$ cat src/hw/rtl/glm_fifo.sv
// ----------------------------------------------------------------------------
// glm_fifo
// small register queue, power-of-two depth, head word shown while not empty
// ----------------------------------------------------------------------------
module glm_fifo #(
    parameter int WIDTH = 8,
    parameter int DEPTH = 4
) (
    input  logic                       clk,
    input  logic                       rst_n,
    input  logic                       push,
    input  logic [WIDTH-1:0]           wdata,
    input  logic                       pop,
    output logic [WIDTH-1:0]           rdata,
    output logic [$clog2(DEPTH+1)-1:0] count,
    output logic                       full,
    output logic                       empty
);

    localparam int PTR_W = $clog2(DEPTH);
    localparam int CNT_W = $clog2(DEPTH + 1);

    logic [WIDTH-1:0] mem_reg [DEPTH];
    logic [PTR_W-1:0] wr_ptr_reg, wr_ptr_next;
    logic [PTR_W-1:0] rd_ptr_reg, rd_ptr_next;
    logic [CNT_W-1:0] count_reg, count_next;
    logic             push_ok;
    logic             pop_ok;

    assign full    = (count_reg == CNT_W'(DEPTH));
    assign empty   = (count_reg == '0);
    assign push_ok = push && !full;
    assign pop_ok  = pop && !empty;
    assign rdata   = mem_reg[rd_ptr_reg];
    assign count   = count_reg;

    always_comb
    begin
        wr_ptr_next = push_ok ? wr_ptr_reg + PTR_W'(1) : wr_ptr_reg;
        rd_ptr_next = pop_ok ? rd_ptr_reg + PTR_W'(1) : rd_ptr_reg;
        count_next  = count_reg;
        if (push_ok && !pop_ok)
        begin
            count_next = count_reg + CNT_W'(1);
        end
        else if (pop_ok && !push_ok)
        begin
            count_next = count_reg - CNT_W'(1);
        end
    end

    always_ff @(posedge clk or negedge rst_n)
    begin
        if (!rst_n)
        begin
            wr_ptr_reg <= '0;
            rd_ptr_reg <= '0;
            count_reg  <= '0;
        end
        else
        begin
            wr_ptr_reg <= wr_ptr_next;
            rd_ptr_reg <= rd_ptr_next;
            count_reg  <= count_next;
        end
    end

    always_ff @(posedge clk)
    begin
        if (push_ok)
        begin
            mem_reg[wr_ptr_reg] <= wdata;
        end
    end

endmodule

$ cat config.mk
export PLATFORM = sky130hd
export DESIGN_NAME = glm_fifo
export DESIGN_NICKNAME = d
export VERILOG_FILES = /design/src/hw/rtl/glm_fifo.sv
export SDC_FILE = /design/constraint.sdc
export NUM_CORES = 1
export LEC_CHECK = 0
export ABC_AREA = 1
export BUFFER_PORTS_ARGS = -buffer_cell sky130_fd_sc_hd__buf_2
export CAP_MARGIN = 20
export CORE_UTILIZATION = 55
export DETAILED_ROUTE_END_ITERATION = 12
export PLACE_DENSITY = 0.77
export SYNTH_ARGS = -nofsm -noshare
export SYNTH_HDL_FRONTEND = slang
export SYNTH_SLANG_ARGS = --single-unit
export TNS_END_PERCENT = 1
$ cat constraint.sdc
create_clock -name clk -period 2.2 [get_ports clk]
set_input_delay 0.44 -clock clk [delete_from_list [all_inputs] [get_ports clk]]
set_output_delay 0.44 -clock clk [all_outputs]
set_load 0.005 [all_outputs]
==> summary.md <==
| Metric | Value |
|---|---|
| WP data required | `2.44 ns` |
| Post-CTS Setup Bufs | `0` |
| Chip Width | `58.2 um` |
| Critical Path Start Type | `flip-flop` |
| CTS tree | `done` |
| CP Class | `flip-flop to flip-flop` |
| Most used cell, CP | `inv_1` |
| Crit path DAT | `2.18 ns` |
| Comb power frac | `0.367` |
| Synthesis-stage register bit count | `39` |
| Area of the core | `about 3000 um^2` |
| Max Clock Freq | `515 MHz` |
| Pwr Density | `1270 nW/um^2` |
| Crit. End Element | `flip-flop` |
| Final Max Tran Viols | `0` |
| Final period utilization | `0.882` |
| Worst-path clk slew | `0.13 ns` |
| Worst VDD drop | `0.730 mV` |
| Synth cell count leaders | `nand2_1 (41), edfxtp_1 (32), inv_1 (32)` |
| Final Critical Period | `1.94 ns` |
| Final TNS setup | `0 ns` |
| Cts bufs inserted | `5` |
| Rows | `20` |
| GPL Wtd Cong | `~0.7` |
| CTS Buffer Depth | `2` |
| GRT Total Usage | `0.217` |
| Cell taking the most area after synthesis | `edfxtp_1` |
| Final Skew | `0.0121 ns` |
| Clock sinks | `39` |
| Antenna violation net count after detailed routing | `0` |
| Area fraction of the dominant cell type after synthesis | `0.554` |
| Reg power frac | `0.438` |
| Status | `completed` |
| Synth Net Count | `approximately 170` |
| Max Cap Violations | `0` |
| Area Growth Syn to Fin | `14.9%` |
| Syn avg cell area | `approximately 11 um^2` |
| Ant. Diodes | `0` |
| PnR Total Power | `approximately 2.5 mW` |
| Hold Crit Class | `input pin to flip-flop` |
| GRT overflow | `0` |
| Synthesized instance count | `around 150` |
| H-Tree Depth | `2` |
| CP max stage delay | `0.43 ns` |
| Die area | `3380 um^2` |
| Post-synth EDFFs | `32` |
| Critical-path top delay cell | `dfrtp_1` |
| Register area share after synthesis | `0.655` |
| Fin nets | `204` |
| Post-synth cell types | `16` |
| Detailed Routing Iterations Pass 1 | `4` |
| Slew of the pin with the lowest slew margin | `0.372 ns` |
| Predominant post-synthesis flop cell | `edfxtp_1` |
| Synthesized area | `1730 um^2` |
| Initial Util | `0.573` |
| I/O Pins | `25` |
| Int Pwr | `1.61 mW` |
| Fill cells | `231` |
| Via density | `4.96` |
| DR iter-0 viols | `47` |
| Skew-Pair Late Insertion Delay | `0.35 ns` |
| Net Sw Frac | `0.366` |
| CP max FO | `7` |
| Synth area leaders | `edfxtp_1 (55%), dfrtp_1 (10%), nand2_1 (8.9%)` |
| Sw Pwr | `slightly above 0.9 mW` |
| Final setup viols | `0` |
| Drt total wl | `3090 um` |
| DP Wirelength | `2190 um` |
| CP cell instances | `inv_1 -> nand3_1 -> nand2_1 -> inv_1 -> ha_1 -> inv_1 -> fa_1 -> nand2_1 -> o21ai_0` |
| Initial antenna violation count | `0` |
| Relative slew slack | `0.752` |
| Max reg flops | `32` |
| Die Y | `58.2 um` |
| Clock network power share | `0.195` |
| Leakage | `0.926 nW` |
| Via count | `1,146` |
| Yosys warnings | `0` |
| Vias in the first global route | `1,205` |
| Ys async rst share | `0.179` |
| Avg WL per Cell | `13.4 um` |
| Global-route wire length before repair | `between 5000 and 6000 um` |
| Residual DRC | `0` |
| Port Buffers | `24` |
| Most common cell in the netlist | `nand2_1` |
| Final Hold Fails | `0` |
| Root buf cell | `clkbuf_4` |
| RSZ-0062 raised after global routing | `false` |
| Layout cell share with drive strength beyond 1 | `0.203` |
| Largest net degree at the start of global routing | `34` |
==> what timing repair did <==
item / CTS / global route
endpoints found under the hold margin: 7 / 0
resized for setup: 0 / 2
setup endpoints to repair: 0 / 1
hold buffers: 1 / 0
==> cells by family (layout without fill, tap and decap cells) <==
group                      after synthesis  after routing  synth area share
adders and majority gates                6              6            0.0476
xor gates and xnor gates                 1              1           0.00505
DFF                                     39             39             0.655
buffers and inverters                   38             71            0.0988
and+or+nand+nor                         53             53             0.121
AOI/OAI and AO/OA                       17             17            0.0722
==> final timing paths <==
| path | startpoint | to | slack [ns] | cells after the start |
|---|---|---|---|---|
| worst max register to register | count[1]$_DFFE_PN0P_ | count[1]$_DFFE_PN0P_ | 0.26 | 9 |
| worst min-delay path | wdata[7] | mem_reg[3][7]$_DFFE_PP_ | 0.30 | 1 |
| min in group asynchronous | rst_n | rd_ptr_reg[1]$_DFFE_PN0P_ | 0.46 | 2 |
| max in group asynchronous | rst_n | wr_ptr_reg[1]$_DFFE_PN0P_ | 1.58 | 2 |
| worst min register to register | count[2]$_DFFE_PN0P_ | count[2]$_DFFE_PN0P_ | 0.56 | 2 |
| worst max-delay path | count[1]$_DFFE_PN0P_ | count[1]$_DFFE_PN0P_ | 0.26 | 9 |
==> power by group through the flow <==
stage	clock (mW)	sequential, mW	combinational [mW]
floorplan	0	1.08	0.680
global placement	0	1.12	0.876
detailed placement	0	1.13	0.940
CTS	0.509	1.11	0.944
global route	0.533	1.13	1.07
finish	0.493	1.11	0.929
==> worst max-delay path: cells and delay by family (launching register included) <==
family / cells / cell delay (ns)
buf+inv: 3 / 0.27
compound gates: 1 / 0.07
simple gates: 3 / 0.42
flops: 1 / 0.43
fa+ha+maj: 2 / 0.64
==> layout make-up <==
cell class              count  area (um^2)  share of cell area
repair buffers             29          160              0.0804
inverters                  34          130              0.0653
multi-input cells          77          427               0.214
flip-flops and latches     39         1140               0.570
clock buffers               5         37.5              0.0188
well taps                  44         55.1              0.0276
clock inverters             3         47.5              0.0239
==> per-stage QoR <==
| stage | instance area (um^2) | utilization | hold WS, ns | cells | setup WS [ns] |
|---|---|---|---|---|---|
| after floorplan | 1730 | - | 0.144 | 154 | 0.443 |
| after global placement | 1900 | 0.626 | 0.279 | 222 | 0.384 |
| after detailed placement | 1900 | 0.626 | 0.289 | 222 | 0.264 |
| after CTS | 1990 | 0.657 | 0.282 | 231 | 0.121 |
| after global routing | 1990 | 0.658 | 0.279 | 231 | 0.0217 |
| final | 1990 | 0.658 | 0.298 | 231 | 0.259 |
==> metal layers <==
metal  vias up  GRT usage  wire length (um)
met3         5     0.0759               116
li1        568          -                 -
met2        26      0.394              1660
met1       547      0.231              1260
met4         0     0.0782                47
met5         -          0                 0
==> placed cells by master (no fill, tap or decap) <==
cell / Yosys / final
clkinv_4: 0 / 1
dfrtp_1: 7 / 7
nand3_1: 7 / 7
buf_4: 1 / 4
ha_1: 5 / 5
o21ai_0: 1 / 1
inv_4: 0 / 1
bufinv_16: 0 / 1
nand2_1: 41 / 41
inv_1: 32 / 32
fa_1: 1 / 1
buf_2: 0 / 24
inv_6: 0 / 1
xnor2_1: 1 / 1
dlygate4sd3_1: 0 / 1
o211ai_1: 16 / 16
clkbuf_4: 0 / 5
edfxtp_1: 32 / 32
nand4_1: 1 / 1
inv_2: 2 / 1
nor2_1: 4 / 4
(Power assumes the default switching activity.)
