===== src/hw/rtl/glm_pkg.sv =====
// ----------------------------------------------------------------------------
// glm_pkg
// shared types and constants of the gradient map color lookup
// ----------------------------------------------------------------------------
package glm_pkg;

    localparam int LEVEL_W     = 8;
    localparam int POS_W       = 16;
    localparam int CHAN_W      = 8;
    localparam int NUM_CH      = 3;
    localparam int STOP_W      = 40;
    localparam int COUNT_W     = 3;
    localparam int CFG_INDEX_W = 3;
    localparam int CFG_DATA_W  = 40;

    localparam logic [CFG_INDEX_W-1:0] REG_COUNT = 3'd0;
    localparam logic [CFG_INDEX_W-1:0] REG_STOP0 = 3'd1;

    localparam logic [COUNT_W-1:0] COUNT_RESET = 3'd2;
    localparam logic [COUNT_W-1:0] COUNT_MIN   = 3'd2;
    localparam logic [STOP_W-1:0]  STOP1_RESET = 40'hFF_FFFF_FFFF;

    localparam int PROD_W     = CHAN_W + POS_W;
    localparam int DIVIDEND_W = PROD_W + 1;
    localparam int DIVISOR_W  = POS_W + 1;
    localparam int DIV_STAGES = CHAN_W;
    // operand stage, product stage, dividend stage and one stage per quotient bit
    localparam int BACK_STAGES = DIV_STAGES + 3;

    localparam int MID_DEPTH = 4;
    localparam int OUT_DEPTH = 16;

    // index 2 red, 1 green, 0 blue: matches the stop packing
    typedef logic [NUM_CH-1:0][CHAN_W-1:0] rgb_t;

    typedef struct packed {
        rgb_t             ca;
        rgb_t             cb;
        logic [POS_W-1:0] d;
        logic [POS_W-1:0] span;
    } seg_t;

    typedef struct packed {
        logic [NUM_CH-1:0][DIVIDEND_W-1:0] rem;
        rgb_t                              q;
        logic [DIVISOR_W-1:0]              dvs;
        rgb_t                              ca;
        logic                              zero;
    } div_t;

endpackage


===== src/hw/rtl/glm_back.sv =====
// ----------------------------------------------------------------------------
// glm_back
// interpolation pipeline: weighted sum, then one quotient bit per stage
// ----------------------------------------------------------------------------
module glm_back (
    input  logic                                   clk,
    input  logic                                   rst_n,
    input  glm_pkg::seg_t                          seg,
    input  logic                                   seg_valid,
    output logic                                   seg_pop,
    input  logic [$clog2(glm_pkg::OUT_DEPTH+1)-1:0] out_count,
    output logic                                   res_valid,
    output glm_pkg::rgb_t                          res
);

    localparam int NS    = glm_pkg::BACK_STAGES;
    localparam int DS    = glm_pkg::DIV_STAGES;
    localparam int NC    = glm_pkg::NUM_CH;
    localparam int DW    = glm_pkg::DIVIDEND_W;
    localparam int PRW   = glm_pkg::PROD_W;
    localparam int OCW   = $clog2(glm_pkg::OUT_DEPTH + 1);
    localparam int INF_W = $clog2(NS + 1);
    localparam int SUM_W = ((OCW > INF_W) ? OCW : INF_W) + 1;

    logic [NS-1:0]    v_reg, v_next;
    logic [INF_W-1:0] inflight_reg, inflight_next;
    logic             issue;
    logic             retire;

    glm_pkg::seg_t                          sega_reg;
    logic [NC-1:0][PRW-1:0]                 prod_lo_reg;
    logic [NC-1:0][PRW-1:0]                 prod_hi_reg;
    logic [glm_pkg::POS_W-1:0]              span_b_reg;
    glm_pkg::rgb_t                          ca_b_reg;
    glm_pkg::div_t                          div_reg [DS+1];
    glm_pkg::div_t                          div_first;
    logic [glm_pkg::POS_W-1:0]              rest;

    assign issue  = seg_valid &&
                    ((SUM_W'(out_count) + SUM_W'(inflight_reg)) < SUM_W'(glm_pkg::OUT_DEPTH));
    assign retire = v_reg[NS-1];
    assign seg_pop = issue;

    always_comb
    begin
        v_next        = {v_reg[NS-2:0], issue};
        inflight_next = inflight_reg + INF_W'(issue) - INF_W'(retire);
    end

    always_ff @(posedge clk or negedge rst_n)
    begin
        if (!rst_n)
        begin
            v_reg        <= '0;
            inflight_reg <= '0;
        end
        else
        begin
            v_reg        <= v_next;
            inflight_reg <= inflight_next;
        end
    end

    assign rest = sega_reg.span - sega_reg.d;

    always_comb
    begin
        div_first.q    = '0;
        div_first.dvs  = {span_b_reg, 1'b0};
        div_first.ca   = ca_b_reg;
        div_first.zero = (span_b_reg == '0);
        for (int ch = 0; ch < NC; ch++)
        begin
            div_first.rem[ch] = ((DW'(prod_lo_reg[ch]) + DW'(prod_hi_reg[ch])) << 1)
                                + DW'(span_b_reg);
        end
    end

    always_ff @(posedge clk)
    begin
        if (issue)
        begin
            sega_reg <= seg;
        end
        for (int ch = 0; ch < NC; ch++)
        begin
            prod_lo_reg[ch] <= PRW'(sega_reg.ca[ch] * rest);
            prod_hi_reg[ch] <= PRW'(sega_reg.cb[ch] * sega_reg.d);
        end
        span_b_reg <= sega_reg.span;
        ca_b_reg   <= sega_reg.ca;
        div_reg[0] <= div_first;
    end

    for (genvar k = 0; k < DS; k++)
    begin : g_div
        localparam int SH = DS - 1 - k;
        logic [DW-1:0] dsh;
        glm_pkg::div_t div_n;

        assign dsh = DW'(div_reg[k].dvs) << SH;

        always_comb
        begin
            div_n = div_reg[k];
            for (int ch = 0; ch < NC; ch++)
            begin
                if (div_reg[k].rem[ch] >= dsh)
                begin
                    div_n.rem[ch]   = div_reg[k].rem[ch] - dsh;
                    div_n.q[ch][SH] = 1'b1;
                end
            end
        end

        always_ff @(posedge clk)
        begin
            div_reg[k+1] <= div_n;
        end
    end

    assign res_valid = retire;
    assign res       = div_reg[DS].zero ? div_reg[DS].ca : div_reg[DS].q;

    a_inflight_bound: assert property (@(posedge clk) disable iff (!rst_n)
        inflight_reg <= INF_W'(NS))
        else $error("in-flight count above pipeline depth");

    a_no_overflow: assert property (@(posedge clk) disable iff (!rst_n)
        res_valid |-> (out_count < OCW'(glm_pkg::OUT_DEPTH)))
        else $error("result word retires into a full queue");

    a_pop_nonempty: assert property (@(posedge clk) disable iff (!rst_n)
        seg_pop |-> seg_valid)
        else $error("segment queue popped while empty");

    a_count_match: assert property (@(posedge clk) disable iff (!rst_n)
        inflight_reg == INF_W'($countones(v_reg)))
        else $error("in-flight count out of step with stage valids");

endmodule

===== config.mk =====
export PLATFORM = sky130hd
export DESIGN_NAME = glm_back
export DESIGN_NICKNAME = d
export VERILOG_FILES = /design/src/hw/rtl/glm_pkg.sv /design/src/hw/rtl/glm_back.sv
export SDC_FILE = /design/constraint.sdc
export NUM_CORES = 2
export LEC_CHECK = 0
export BUFFER_PORTS_ARGS = -buffer_cell sky130_fd_sc_hd__buf_2
export CAP_MARGIN = 20
export CELL_PAD_IN_SITES_DETAIL_PLACEMENT = 2
export CELL_PAD_IN_SITES_GLOBAL_PLACEMENT = 2
export CORE_UTILIZATION = 45
export DETAILED_ROUTE_END_ITERATION = 8
export GPL_TIMING_DRIVEN = 0
export PLACE_DENSITY = 0.84
export SLEW_MARGIN = 20
export SYNTH_ARGS = -nofsm -noshare
export SYNTH_HDL_FRONTEND = slang
export SYNTH_SLANG_ARGS = --single-unit

===== constraint.sdc =====
create_clock -name clk -period 14.6 [get_ports clk]
set_input_delay 2.92 -clock clk [delete_from_list [all_inputs] [get_ports clk]]
set_output_delay 2.92 -clock clk [all_outputs]
set_load 0.005 [all_outputs]

==> flow_metrics.env <==
export IMPL_status="finished, violations left"
export IMPL_violations="capacitance limit"
export IMPL_post_cts_resized=0
export IMPL_area_growth_pct=11.2
export IMPL_drt_first_pass_iters=5
export IMPL_post_route_min_period_ps=11570
export IMPL_hold_path_end="div_reg[0][577]"
export IMPL_synth_simple_gate_area_share_pct=14.7
export IMPL_floorplan_initialDensity_pct=45.3
export IMPL_min_delay_path_depth=0
export IMPL_synth_top_family_by_area="adder cells"
export IMPL_drc=0
export IMPL_initialDrtViolationCount=4328
export IMPL_synthXorXnorAreaFrac_pct=6.04
export IMPL_numPortBuffers=113
export IMPL_netlist_instances=8118
export IMPL_setup_tns_ps=0
export IMPL_place_hpwl_mm=243
export IMPL_crit_start="sega_reg[18]"
export IMPL_yosysWarnings=0
export IMPL_grt_util_met1_pct=40.5
export IMPL_viasPerCell=6.13
export IMPL_clk_pin_slew_ps=80
export IMPL_grt_busiest_layer="met2"
export IMPL_crit_path_start_kind="flop"
export IMPL_track_usage_pct=39.9
export IMPL_core_area_um2=174000
export IMPL_slowest_stage="clkbuf_1"
export IMPL_tightest_slew_ps=1480
export IMPL_grt_max_degree=43
export IMPL_io_pins=114
export IMPL_synth_cell_types=85
export IMPL_reg2reg_from="sega_reg[18]"
export IMPL_reg2reg_setup_slack_ps=3030
export IMPL_grt_util_met2_pct=68.7
export IMPL_hold_viol=0
export IMPL_vias=66698
export IMPL_nFillCells=17882
export IMPL_worstPathRequired_ps=15130
export IMPL_critical_path_max_fanout=11
export IMPL_synth_edf_count=80
export IMPL_fin_worst_skew_ps=52.8
export IMPL_use_met3_pct=8.73
export IMPL_grt_ovfl_total=0
export IMPL_wl_per_cell_um=33.1
export IMPL_drv_slew=0
export IMPL_synthFlopType="dfxtp_1"
export IMPL_synth_fp_nets=9520
export IMPL_cp_end_kind="flop"
export IMPL_grt_pass1_wl_mm=519
export IMPL_rows=153
export IMPL_htreeDepth=4
export IMPL_largest_reg_flops=1037
export IMPL_dieArea_um2=177000
export IMPL_fin_util_pct=50.4
export IMPL_max_freq_mhz=86.4
export IMPL_synth_area_leaders="dfxtp_1, fa_1, ha_1"
export IMPL_grt_pass1_vias=76724
export IMPL_setup_viol=0
export IMPL_gp_congestion=0.916
export IMPL_min_delay_start="div_reg[0][436]"
export IMPL_max_cap_violations=1
export IMPL_yosysSeqAreaShare_pct=34.5
export IMPL_arrival_ps=12100
export IMPL_cts_tree="built"
export IMPL_syn_cell_area_um2=78900
export IMPL_clock_path_buffers=3
export IMPL_yosys_area_top_type="dfxtp_1"
export IMPL_yosysTopAreaCellShare_pct=31.0
export IMPL_r2r_worst_path_cells=30
export IMPL_syn_avg_cell_area_um2=9.72
export IMPL_ant_nets=0
export IMPL_ys_ff_latch=1316
export IMPL_final_nets=9784
export IMPL_synth_adder_area_share_pct=25.9
export IMPL_postCtsHoldBufs=0
export IMPL_rsz0062_at_grt="no"
export IMPL_clk_insertion_delay_late_ps=840
export IMPL_critPathKind="flop to flop"
export IMPL_die_h_um=421
export IMPL_ys_async_sr_fraction_pct=1.14
export IMPL_post_cts_buffers=0
export IMPL_min_period_over_period_pct=79.3
export IMPL_hp_class="flop to flop"
export IMPL_clock_root_buffer="clkbuf_16"
export IMPL_cts_sinks=1316
export IMPL_antenna_found_initial=36
export IMPL_cts_buffers=147
export IMPL_fp_dieW_um=421
export IMPL_max_stage_delay_ps=830
export IMPL_muxShareOfSynthArea_pct=1.98
export IMPL_drive_gt1_share_pct=6.64
export IMPL_r2r_end="prod_lo_reg[23]"
export IMPL_synth_compound_area_share_pct=11.8
export IMPL_max_slew_margin_pct=0.822
export IMPL_wirelength_mm=360
[final cells by class]
type	instances	area, µm²	share of cell area (%)
Sequential cell	1316	27200	31.0
Clock inverter	63	903	1.03
Tap cell	2325	2910	3.32
Inverter	870	3270	3.72
Timing Repair Buffer	115	601	0.684
Multi-Input combinational cell	5750	47800	54.5
Clock buffer	200	4210	4.80
Buffer	182	714	0.814
Antenna cell	58	145	0.165
[per-layer routing]
metal  share of wire [%]  routed length, µm
met4                  11              38900
met3                 6.0              21600
met2                  49             175000
met1                  35             124000
met5               0.049                175
[critical path: cells and delay by family (launching register included)]
family	cells	cell delay, ps
AOI/OAI and AO/OA	12	3950
xor gates and xnor gates	2	1240
adders and majority gates	6	2810
buffers and inverters	6	1950
DFF	1	730
and+or+nand+nor	4	560
[placed cells by master, fill, tap and decap left out, types with 167 or more instances in the layout]
| cell type | count |
|---|---|
| fa_1 | 533 |
| nor2_1 | 416 |
| a21o_1 | 188 |
| nand2_1 | 614 |
| and2_1 | 451 |
| o21ai_0 | 314 |
| dfxtp_1 | 1221 |
| ha_1 | 781 |
| inv_1 | 870 |
| xnor2_1 | 369 |
| xor2_1 | 167 |
| a21oi_1 | 491 |
| clkbuf_1 | 183 |
[Yosys cell counts (all sizes together), types with 15 or more instances]
cell / number
dfxtp: 1221
inv: 870
ha: 781
nand2: 614
fa: 533
a21oi: 493
and2: 451
nor2: 416
xnor2: 377
o21ai: 319
a21o: 188
xor2: 167
clkbuf: 161
nor2b: 138
nor3: 127
mux2: 122
nand3: 115
nand2b: 90
edfxtp: 80
o21a: 67
a21boi: 61
nand4: 55
nor4: 49
o21bai: 46
a31oi: 44
o31ai: 42
or3: 40
a211oi: 39
and3: 33
nor3b: 28
or2: 28
buf: 21
o211ai: 21
mux2i: 19
and4: 16
o41ai: 16
a2111oi: 15
dfrtp: 15
nand3b: 15
[per-stage QoR]
step | hold WS [ps] | worst slack [ps] | std cells | instance area [µm²]
2_1_floorplan | 310 | 6180 | 8118 | 78900
3_3_place_gp | 310 | 4320 | 10556 | 82400
3_5_place_dp | 313 | 4380 | 10558 | 82500
4_1_cts | 288 | 3640 | 10821 | 87600
5_1_grt | 290 | 2920 | 10865 | 87700
6_report | 304 | 3030 | 10879 | 87700
[worst max path at each step]
stage,end,slack (ps)
global route,prod_lo_reg[23],2920
floorplan,seg_pop,6180
CTS,prod_lo_reg[23],3640
detailed placement,prod_lo_reg[23],4380
finish,prod_lo_reg[23],3030
global placement,prod_lo_reg[22],4320
[cells by family after synthesis]
| logic type | Yosys count |
|---|---|
| adders and majority gates | 1314 |
| DFF | 1316 |
| and+or+nand+nor | 2277 |
| buffers and inverters | 1052 |
| xor gates and xnor gates | 544 |
| AOI/OAI and AO/OA | 1474 |
| muxes | 141 |
Power is not shown: default switching activity piles up to over one toggle a cycle in this logic, so the estimate is an artifact.
